File: src/hdl/blinkc_pkg.sv
// shared types, constants and microprogram for the led blink controller
`default_nettype none
package blinkc_pkg;

	localparam int NUM_LEDS = 8;
	localparam int LED_W = (NUM_LEDS > 1) ? $clog2(NUM_LEDS) : 1;
	localparam int PAD_W = (NUM_LEDS > 8) ? NUM_LEDS : 8;
	localparam int CNT_W = 32;

	localparam logic [1:0] FN_TICK = 2'd0;
	localparam logic [1:0] FN_SET = 2'd1;
	localparam logic [1:0] FN_BLINK = 2'd2;

	// step addresses
	localparam int STEP_W = 4;
	localparam logic [STEP_W-1:0] S_IDLE = 4'd0;
	localparam logic [STEP_W-1:0] S_DECODE = 4'd1;
	localparam logic [STEP_W-1:0] S_CMD = 4'd2;
	localparam logic [STEP_W-1:0] S_TLOAD = 4'd3;
	localparam logic [STEP_W-1:0] S_TDIV = 4'd4;
	localparam logic [STEP_W-1:0] S_TTEST = 4'd5;
	localparam logic [STEP_W-1:0] S_TNEXT = 4'd6;
	localparam logic [STEP_W-1:0] S_TEND = 4'd7;
	localparam logic [STEP_W-1:0] S_EMIT = 4'd8;

	// datapath actions
	localparam logic [2:0] A_NONE = 3'd0;
	localparam logic [2:0] A_CLEAR = 3'd1;
	localparam logic [2:0] A_CMD = 3'd2;
	localparam logic [2:0] A_DIVGO = 3'd3;
	localparam logic [2:0] A_TEST = 3'd4;
	localparam logic [2:0] A_LEDINC = 3'd5;
	localparam logic [2:0] A_TICKINC = 3'd6;
	localparam logic [2:0] A_EMIT = 3'd7;

	// jump conditions
	localparam logic [2:0] C_NEVER = 3'd0;
	localparam logic [2:0] C_IN_VALID = 3'd1;
	localparam logic [2:0] C_IS_TICK = 3'd2;
	localparam logic [2:0] C_RATE_ZERO = 3'd3;
	localparam logic [2:0] C_DIV_BUSY = 3'd4;
	localparam logic [2:0] C_LED_MORE = 3'd5;
	localparam logic [2:0] C_OUT_BUSY = 3'd6;

	typedef struct packed {
		logic [2:0] act;
		logic [2:0] cond;
		logic [STEP_W-1:0] jump;
		logic [STEP_W-1:0] next;
	} uword_t;

	typedef struct packed {
		logic in_valid;
		logic is_tick;
		logic rate_zero;
		logic div_busy;
		logic led_more;
		logic out_busy;
	} status_t;

	function automatic uword_t ucode(input logic [STEP_W-1:0] step);
		uword_t w;
		begin
			case (step)
				S_IDLE: w = '{A_NONE, C_IN_VALID, S_DECODE, S_IDLE};
				S_DECODE: w = '{A_CLEAR, C_IS_TICK, S_TLOAD, S_CMD};
				S_CMD: w = '{A_CMD, C_NEVER, S_EMIT, S_EMIT};
				S_TLOAD: w = '{A_DIVGO, C_RATE_ZERO, S_TNEXT, S_TDIV};
				S_TDIV: w = '{A_NONE, C_DIV_BUSY, S_TDIV, S_TTEST};
				S_TTEST: w = '{A_TEST, C_NEVER, S_TNEXT, S_TNEXT};
				S_TNEXT: w = '{A_LEDINC, C_LED_MORE, S_TLOAD, S_TEND};
				S_TEND: w = '{A_TICKINC, C_NEVER, S_EMIT, S_EMIT};
				S_EMIT: w = '{A_EMIT, C_OUT_BUSY, S_EMIT, S_IDLE};
				default: w = '{A_NONE, C_NEVER, S_IDLE, S_IDLE};
			endcase
			return w;
		end
	endfunction

endpackage
`default_nettype wire

File: src/hdl/blinkc_div.sv
// bit-serial 32-bit remainder unit, one quotient bit per cycle
`default_nettype none
module blinkc_div
	import blinkc_pkg::*;
(
	input wire logic clk,
	input wire logic arst_n,
	input wire logic start,
	input wire logic [CNT_W-1:0] dividend,
	input wire logic [CNT_W-1:0] divisor,
	output logic busy,
	output logic [CNT_W-1:0] rem
);

	localparam int ITER_W = $clog2(CNT_W);

	logic [CNT_W-1:0] rem_q;
	logic [CNT_W-1:0] shift_q;
	logic [CNT_W-1:0] dvs_q;
	logic [ITER_W-1:0] iter_q;
	logic busy_q;
	logic [CNT_W:0] cand;
	logic [CNT_W:0] diff;

	assign cand = {rem_q, shift_q[CNT_W-1]};
	assign diff = cand - {1'b0, dvs_q};

	always_ff @(posedge clk or negedge arst_n) begin
		if (!arst_n) begin
			busy_q <= 1'b0;
			iter_q <= '0;
		end else if (start) begin
			busy_q <= 1'b1;
			iter_q <= '0;
		end else if (busy_q) begin
			iter_q <= iter_q + 1'b1;
			if (iter_q == ITER_W'(CNT_W - 1)) begin
				busy_q <= 1'b0;
			end
		end
	end

	always_ff @(posedge clk) begin
		if (start) begin
			rem_q <= '0;
			shift_q <= dividend;
			dvs_q <= divisor;
		end else if (busy_q) begin
			shift_q <= {shift_q[CNT_W-2:0], 1'b0};
			if (!diff[CNT_W]) begin
				rem_q <= diff[CNT_W-1:0];
			end else begin
				rem_q <= cand[CNT_W-1:0];
			end
		end
	end

	assign busy = busy_q;
	assign rem = rem_q;

endmodule
`default_nettype wire

File: src/hdl/blinkc_seq.sv
// microprogram step counter with conditional jumps over the control rom
`default_nettype none
module blinkc_seq
	import blinkc_pkg::*;
(
	input wire logic clk,
	input wire logic arst_n,
	input wire status_t stat,
	output uword_t ctl,
	output logic [STEP_W-1:0] step
);

	logic [STEP_W-1:0] upc_q;
	uword_t word;
	logic take;

	assign word = ucode(upc_q);

	always_comb begin
		case (word.cond)
			C_NEVER: take = 1'b0;
			C_IN_VALID: take = stat.in_valid;
			C_IS_TICK: take = stat.is_tick;
			C_RATE_ZERO: take = stat.rate_zero;
			C_DIV_BUSY: take = stat.div_busy;
			C_LED_MORE: take = stat.led_more;
			C_OUT_BUSY: take = stat.out_busy;
			default: take = 1'b0;
		endcase
	end

	always_ff @(posedge clk or negedge arst_n) begin
		if (!arst_n) begin
			upc_q <= S_IDLE;
		end else begin
			upc_q <= take ? word.jump : word.next;
		end
	end

	assign ctl = word;
	assign step = upc_q;

endmodule
`default_nettype wire

File: src/hdl/multi_led_blink_controller.sv
// led blink controller top level: datapath, sequencer and remainder unit
`default_nettype none
// Takes one word at a time and returns one result word per input word. A set or
// blink command runs through the idle, decode, command and emit steps. A tick
// walks the LEDs one by one: an LED with rate 0 is skipped, any other LED waits
// on the shared bit-serial remainder unit, which resolves one bit of the 32-bit
// tick count per cycle, and is then tested for a toggle. A new word is taken
// only when the sequencer is back at its idle step; a finished result waits in
// the output register without holding off the next input word.
module multi_led_blink_controller
	import blinkc_pkg::*;
(
	input wire logic clk,
	input wire logic arst_n,
	input wire logic s_tvalid,
	output logic s_tready,
	input wire logic [39:0] s_tdata, // led_index, level, blink_rate, zero pad
	input wire logic [1:0] s_tuser, // func
	output logic m_tvalid,
	input wire logic m_tready,
	output logic [15:0] m_tdata // pins, toggled
);

	logic [1:0] func_q;
	logic [2:0] idx_q;
	logic level_q;
	logic [CNT_W-1:0] brate_q;

	logic [NUM_LEDS-1:0] pin_q;
	logic [NUM_LEDS-1:0] flag_q;
	logic [NUM_LEDS-1:0] hit_q;
	logic [CNT_W-1:0] rate_q [NUM_LEDS];
	logic [CNT_W-1:0] tick_q;
	logic [LED_W-1:0] led_q;

	logic m_tvalid_q;
	logic [15:0] out_q;

	uword_t ctl;
	status_t stat;
	logic [STEP_W-1:0] step;
	logic div_busy;
	logic [CNT_W-1:0] div_rem;
	logic [CNT_W-1:0] cur_rate;
	logic idx_ok;
	logic [LED_W-1:0] widx;
	logic [PAD_W-1:0] pin_ext;
	logic [PAD_W-1:0] hit_ext;

	assign s_tready = (step == S_IDLE);
	assign cur_rate = rate_q[led_q];
	assign idx_ok = (32'(idx_q) < NUM_LEDS);
	assign widx = LED_W'(idx_q);
	assign pin_ext = PAD_W'(pin_q);
	assign hit_ext = PAD_W'(hit_q);

	assign stat.in_valid = s_tvalid;
	assign stat.is_tick = (func_q == FN_TICK);
	assign stat.rate_zero = (cur_rate == '0);
	assign stat.div_busy = div_busy;
	assign stat.led_more = (led_q != LED_W'(NUM_LEDS - 1));
	assign stat.out_busy = m_tvalid_q && !m_tready;

	blinkc_seq u_seq (
		.clk(clk),
		.arst_n(arst_n),
		.stat(stat),
		.ctl(ctl),
		.step(step)
	);

	blinkc_div u_div (
		.clk(clk),
		.arst_n(arst_n),
		.start(ctl.act == A_DIVGO && cur_rate != '0),
		.dividend(tick_q),
		.divisor(cur_rate),
		.busy(div_busy),
		.rem(div_rem)
	);

	// input word capture
	always_ff @(posedge clk) begin
		if (s_tvalid && s_tready) begin
			func_q <= s_tuser;
			idx_q <= s_tdata[2:0];
			level_q <= s_tdata[3];
			brate_q <= s_tdata[35:4];
		end
	end

	always_ff @(posedge clk or negedge arst_n) begin
		if (!arst_n) begin
			pin_q <= '0;
			flag_q <= '0;
			hit_q <= '0;
			tick_q <= '0;
			led_q <= '0;
			for (int i = 0; i < NUM_LEDS; i++) begin
				rate_q[i] <= '0;
			end
		end else begin
			case (ctl.act)
				A_CLEAR: begin
					hit_q <= '0;
					led_q <= '0;
				end
				A_CMD: begin
					if (idx_ok && func_q == FN_SET) begin
						pin_q[widx] <= level_q;
					end
					if (idx_ok && func_q == FN_BLINK) begin
						flag_q[widx] <= 1'b0;
						rate_q[widx] <= brate_q;
					end
				end
				A_TEST: begin
					if (div_rem == '0) begin
						flag_q[led_q] <= ~flag_q[led_q];
						pin_q[led_q] <= ~flag_q[led_q];
						hit_q[led_q] <= 1'b1;
					end
				end
				A_LEDINC: begin
					if (stat.led_more) begin
						led_q <= led_q + 1'b1;
					end
				end
				A_TICKINC: begin
					tick_q <= tick_q + 1'b1;
				end
				default: begin
				end
			endcase
		end
	end

	// result register
	always_ff @(posedge clk or negedge arst_n) begin
		if (!arst_n) begin
			m_tvalid_q <= 1'b0;
		end else if (ctl.act == A_EMIT && !stat.out_busy) begin
			m_tvalid_q <= 1'b1;
		end else if (m_tready) begin
			m_tvalid_q <= 1'b0;
		end
	end

	always_ff @(posedge clk) begin
		if (ctl.act == A_EMIT && !stat.out_busy) begin
			out_q <= {hit_ext[7:0], pin_ext[7:0]};
		end
	end

	assign m_tvalid = m_tvalid_q;
	assign m_tdata = out_q;

	a_accept_decodes: assert property (@(posedge clk) disable iff (!arst_n)
		(s_tvalid && s_tready) |=> (step == S_DECODE))
		else $error("accepted word not decoded");

	a_div_in_wait: assert property (@(posedge clk) disable iff (!arst_n)
		div_busy |-> (step == S_TDIV))
		else $error("remainder unit busy outside its wait step");

	a_tick_once: assert property (@(posedge clk) disable iff (!arst_n)
		(tick_q != $past(tick_q)) |-> ($past(step) == S_TEND))
		else $error("tick count moved outside end of tick");

endmodule
`default_nettype wire

File: config.mk
export PLATFORM = sky130hd
export DESIGN_NAME = multi_led_blink_controller
export DESIGN_NICKNAME = d
export VERILOG_FILES = /design/src/hdl/blinkc_pkg.sv /design/src/hdl/blinkc_div.sv /design/src/hdl/blinkc_seq.sv /design/src/hdl/multi_led_blink_controller.sv
export SDC_FILE = /design/constraint.sdc
export NUM_CORES = 1
export LEC_CHECK = 0
export BUFFER_PORTS_ARGS = -buffer_cell sky130_fd_sc_hd__clkbuf_2
export CORE_AREA = 2 2 246 151
export DETAILED_ROUTE_END_ITERATION = 16
export DIE_AREA = 0 0 248 153
export PLACE_DENSITY = 0.8
export SYNTH_ARGS = -nofsm -noshare
export SYNTH_HDL_FRONTEND = slang
export SYNTH_SLANG_ARGS = --single-unit
File: constraint.sdc
create_clock -name clk -period 4.8 [get_ports clk]
set_input_delay 0.96 -clock clk [delete_from_list [all_inputs] [get_ports clk]]
set_output_delay 0.96 -clock clk [all_outputs]
set_load 0.05 [all_outputs]
==> reports/metrics.cfg <==
[place]
dp_hpwl_um = 33000
place_congestion = 0.924
post-place-ws_ps = 574
io_buffer_count = 59

[worst_setup_path]
arrival_ps = 4780
r2r_end = u_div.rem[12]
crit_path_start_kind = flop
setup.worst_path.class = reg2reg
crit_required_ps = 5200
end_kind = flop
rrSetupSlack_ps = 420
timing.rr.start = u_div.shift_q[31]
worst-r2r-cell-count = 15
worstPathMaxFanout = 35

[detailed_routing]
drtAntennaViolNets = 0
via_count = 14600
wl_per_cell_um = 22.5
first_pass_iters = 6
drc_errors = 0
drt-vias-per-instance = 6.34
drtIter0Drc = 1441
drt-total-wl_um = 51700

[floorplan]
die_x_um = 248
die_area_mm2 = 0.0379
fp.dieH_um = 153
core_mm2 = 0.0357
start_util_pct = 62.2
rows = 54
io_pins = 64

[power_and_ir_drop]
p_per_area_mw_per_mm2 = 632
ir_drop_uv = 738
leakage_nw = 11.1

[sta]
rsz0062_at_grt = no
setup_viol = 0
drv_slew = 0
hold_viol = 0
max_slew_margin_pct = 21.4
fin_skew_ps = 21.4
fin_tns_setup_ps = 0
setup_ws_ps = 417
fin_crit_ps = 4380
worstMarginPinSlew_ps = 1170
fmax_ghz = 0.228
min_period_over_period_pct = 91.3

[clock_network]
postCtsSetupBuffers = 0
cts.root.buffer_cell = clkbuf_16
cts_resized = 0
h-tree-depth = 2
ctsHoldBuffers = 0
cts_sinks = 476
cts_tree = done
clk_latency_ps = 570
cts_buffers = 45
clk_pin_slew_worst_paths_ps = 70
clockBufferDepth = 3

[hold_path]
worstHoldPathType = in2async

[global_routing]
grt_max_degree = 104
antenna_found_initial = 0
grt_pass1_wl_um = 82500
grt_overflow_total = 0
grt_pass1_vias = 14800
grtUsageTotal_pct = 27.9

[cells_and_area]
finalNetCount = 1875
drive_above_1_share_pct = 29.5
area.growth.synth_to_final_pct = 11.8
diodes = 0

[synthesis]
synth_area_leader_cell = dfrtp_1
syn-num-nets = 1815
ys_ff_latch = 476
syn_inst = 1725
async_reset_ff_share_pct = 68.5
synth_area_mm2 = 0.0222
seq_area_frac_synth_pct = 55.5
synth.area.top_cells = dfrtp_1 (37%), edfxtp_1 (16%), mux2_2 (16%), dfxtp_1 (2.9%), mux4_2 (2.8%)
syn_area_per_cell_um2 = 12.9
ys.flop_type = dfrtp_1
ys.warnings.count = 0
synth_edf_count = 118
synth_top_area_share_pct = 36.7
synth.distinct_cells = 78

[outcome]
outcome = finished clean

[flow_run]
drv_cap = 0

## state kept, by name (all words and copies together), names as in the netlist
| signal | count |
|---|---|
| level_q | 1 |
| pin_ext | 8 |
| brate_q | 32 |
| u_div.iter_q | 5 |
| u_div.dvs_q | 32 |
| idx_q | 3 |
| func_q | 2 |
| u_div.busy | 1 |
| hit_ext | 8 |
| tick_q | 32 |
| u_div.shift_q | 32 |
| m_tvalid | 1 |
| u_seq.step | 4 |
| m_tdata | 16 |
| u_div.rem | 32 |
| led_q | 3 |
| rate_q | 256 |
| flag_q | 8 |
## worst max path at each step
stage | end | slack (ps) | startpoint | cells past startpoint
floorplan | u_div.shift_q[0] | 1380 | led_q[2] | 10
global placement | u_div.shift_q[29] | 630 | led_q[1] | 8
detailed placement | u_div.shift_q[25] | 570 | led_q[1] | 8
CTS | u_div.rem[12] | 530 | u_div.shift_q[31] | 15
global route | u_div.rem[4] | 160 | u_div.shift_q[31] | 15
finish | u_div.rem[12] | 420 | u_div.shift_q[31] | 15
## stage by stage
stage	cells	power [mW]	util, %	hold slack, ps	instance area [um^2]
6_report	2297	15.7	69.6	417	24900
3_5_place_dp	2214	11.7	64.9	433	23200
4_1_cts	2297	15.7	69.6	450	24900
5_1_grt	2297	16.5	69.6	467	24900
2_1_floorplan	1725	10.3	-	421	22200
3_3_place_gp	2214	11.4	64.9	437	23200
## cell usage after synthesis, types with 6 or more instances
cell and count:
a211oi_1 36, a21o_1 22, a21oi_1 50, a221o_1 7, a221oi_1 15, a22o_1 6, a22oi_1 15, a31oi_1 16
and3_1 14, buf_1 6, buf_2 22, buf_4 6, clkbuf_1 48, dfrtp_1 326, dfxtp_1 32, edfxtp_1 118
ha_1 43, inv_1 52, mux2_2 307, mux2i_1 50, mux4_2 28, nand2_1 87, nand3_1 25, nand3b_1 6
nand4_1 14, nor2_1 120, nor2b_1 14, nor3_1 12, nor3b_1 6, nor4_1 13, o21ai_0 41, o21bai_1 6
o2bb2ai_1 8, or3_1 6, xnor2_1 36, xor2_1 25
## per-layer routing
layer / global-route usage, % / up-vias / share of wire, %
met2: 41.8 / 543 / 45
li1: - / 6502 / -
met3: 5.81 / 81 / 7.6
met1: 42.0 / 7447 / 45
met4: 6.84 / 0 / 1.9
met5: 0 / - / 0
## where the power goes
part	switching, mW	total, mW	leakage, nW	internal (mW)
sequential	0.912	6.55	5.85	5.63
combinational	2.79	5.20	4.43	2.41
clock	1.55	3.98	0.810	2.43
## area by class of cell
class / count / area [um^2]
well taps: 476 / 596
flip-flops and latches: 476 / 12300
fillers: 2392 / 10900
multi-input cells: 1111 / 9390
repair buffers: 97 / 653
clock buffers: 60 / 1280
clock inverters: 23 / 385
inverters: 54 / 203
## worst max-delay path, stage by stage, from the launching register on
cell      delay [ps]
edfxtp_1         420
inv_1             80
ha_1             160
inv_1             60
fa_1             400
a21o_1           210
a221oi_2         440
a211oi_1         210
o21ai_1          290
a21oi_1          200
o21ai_1          340
o21ai_1          280
xnor2_4          190
buf_4            500
mux2i_1          300
a211oi_1         100
## cells in the final DEF, fill, tap and decap left out, drive strengths merged, types with 7 or more instances in the layout
master   Yosys  routed
clkinv       2      12
nor2       120     120
dfrtp      326     326
o21ai       46      46
a211oi      36      36
and3        14      14
nand3       25      25
xnor2       37      37
mux2i       50      50
edfxtp     118     118
ha          43      43
a221oi      17      17
buf         36      39
a221o        7       7
nor3b        7       7
nor2b       14      14
nor3        12      12
xor2        25      25
inv         52      52
o2bb2ai      8       8
a21o        22      22
mux2       309     309
nor4        15      15
a21oi       50      50
nand4       14      14
dfxtp       32      32
nand2       87      87
clkbuf      48     118
a31oi       16      16
bufinv       0      10
a22oi       15      15
mux4        28      28
## cell families (layout without fill, tap and decap cells)
| logic type | count (synthesis) | in the layout | share of synthesized area [%] |
|---|---|---|---|
| AND/OR/NAND/NOR | 346 | 346 | 7.66 |
| AO/OA/AOI/OAI | 272 | 272 | 8.49 |
| buffers and inverters | 138 | 234 | 2.62 |
| multiplexers | 387 | 387 | 20.7 |
| adder cells (fa/ha/maj) | 44 | 44 | 2.51 |
| flip-flops | 476 | 476 | 55.5 |
| XOR/XNOR | 62 | 62 | 2.48 |
(Power assumes the default switching activity.)
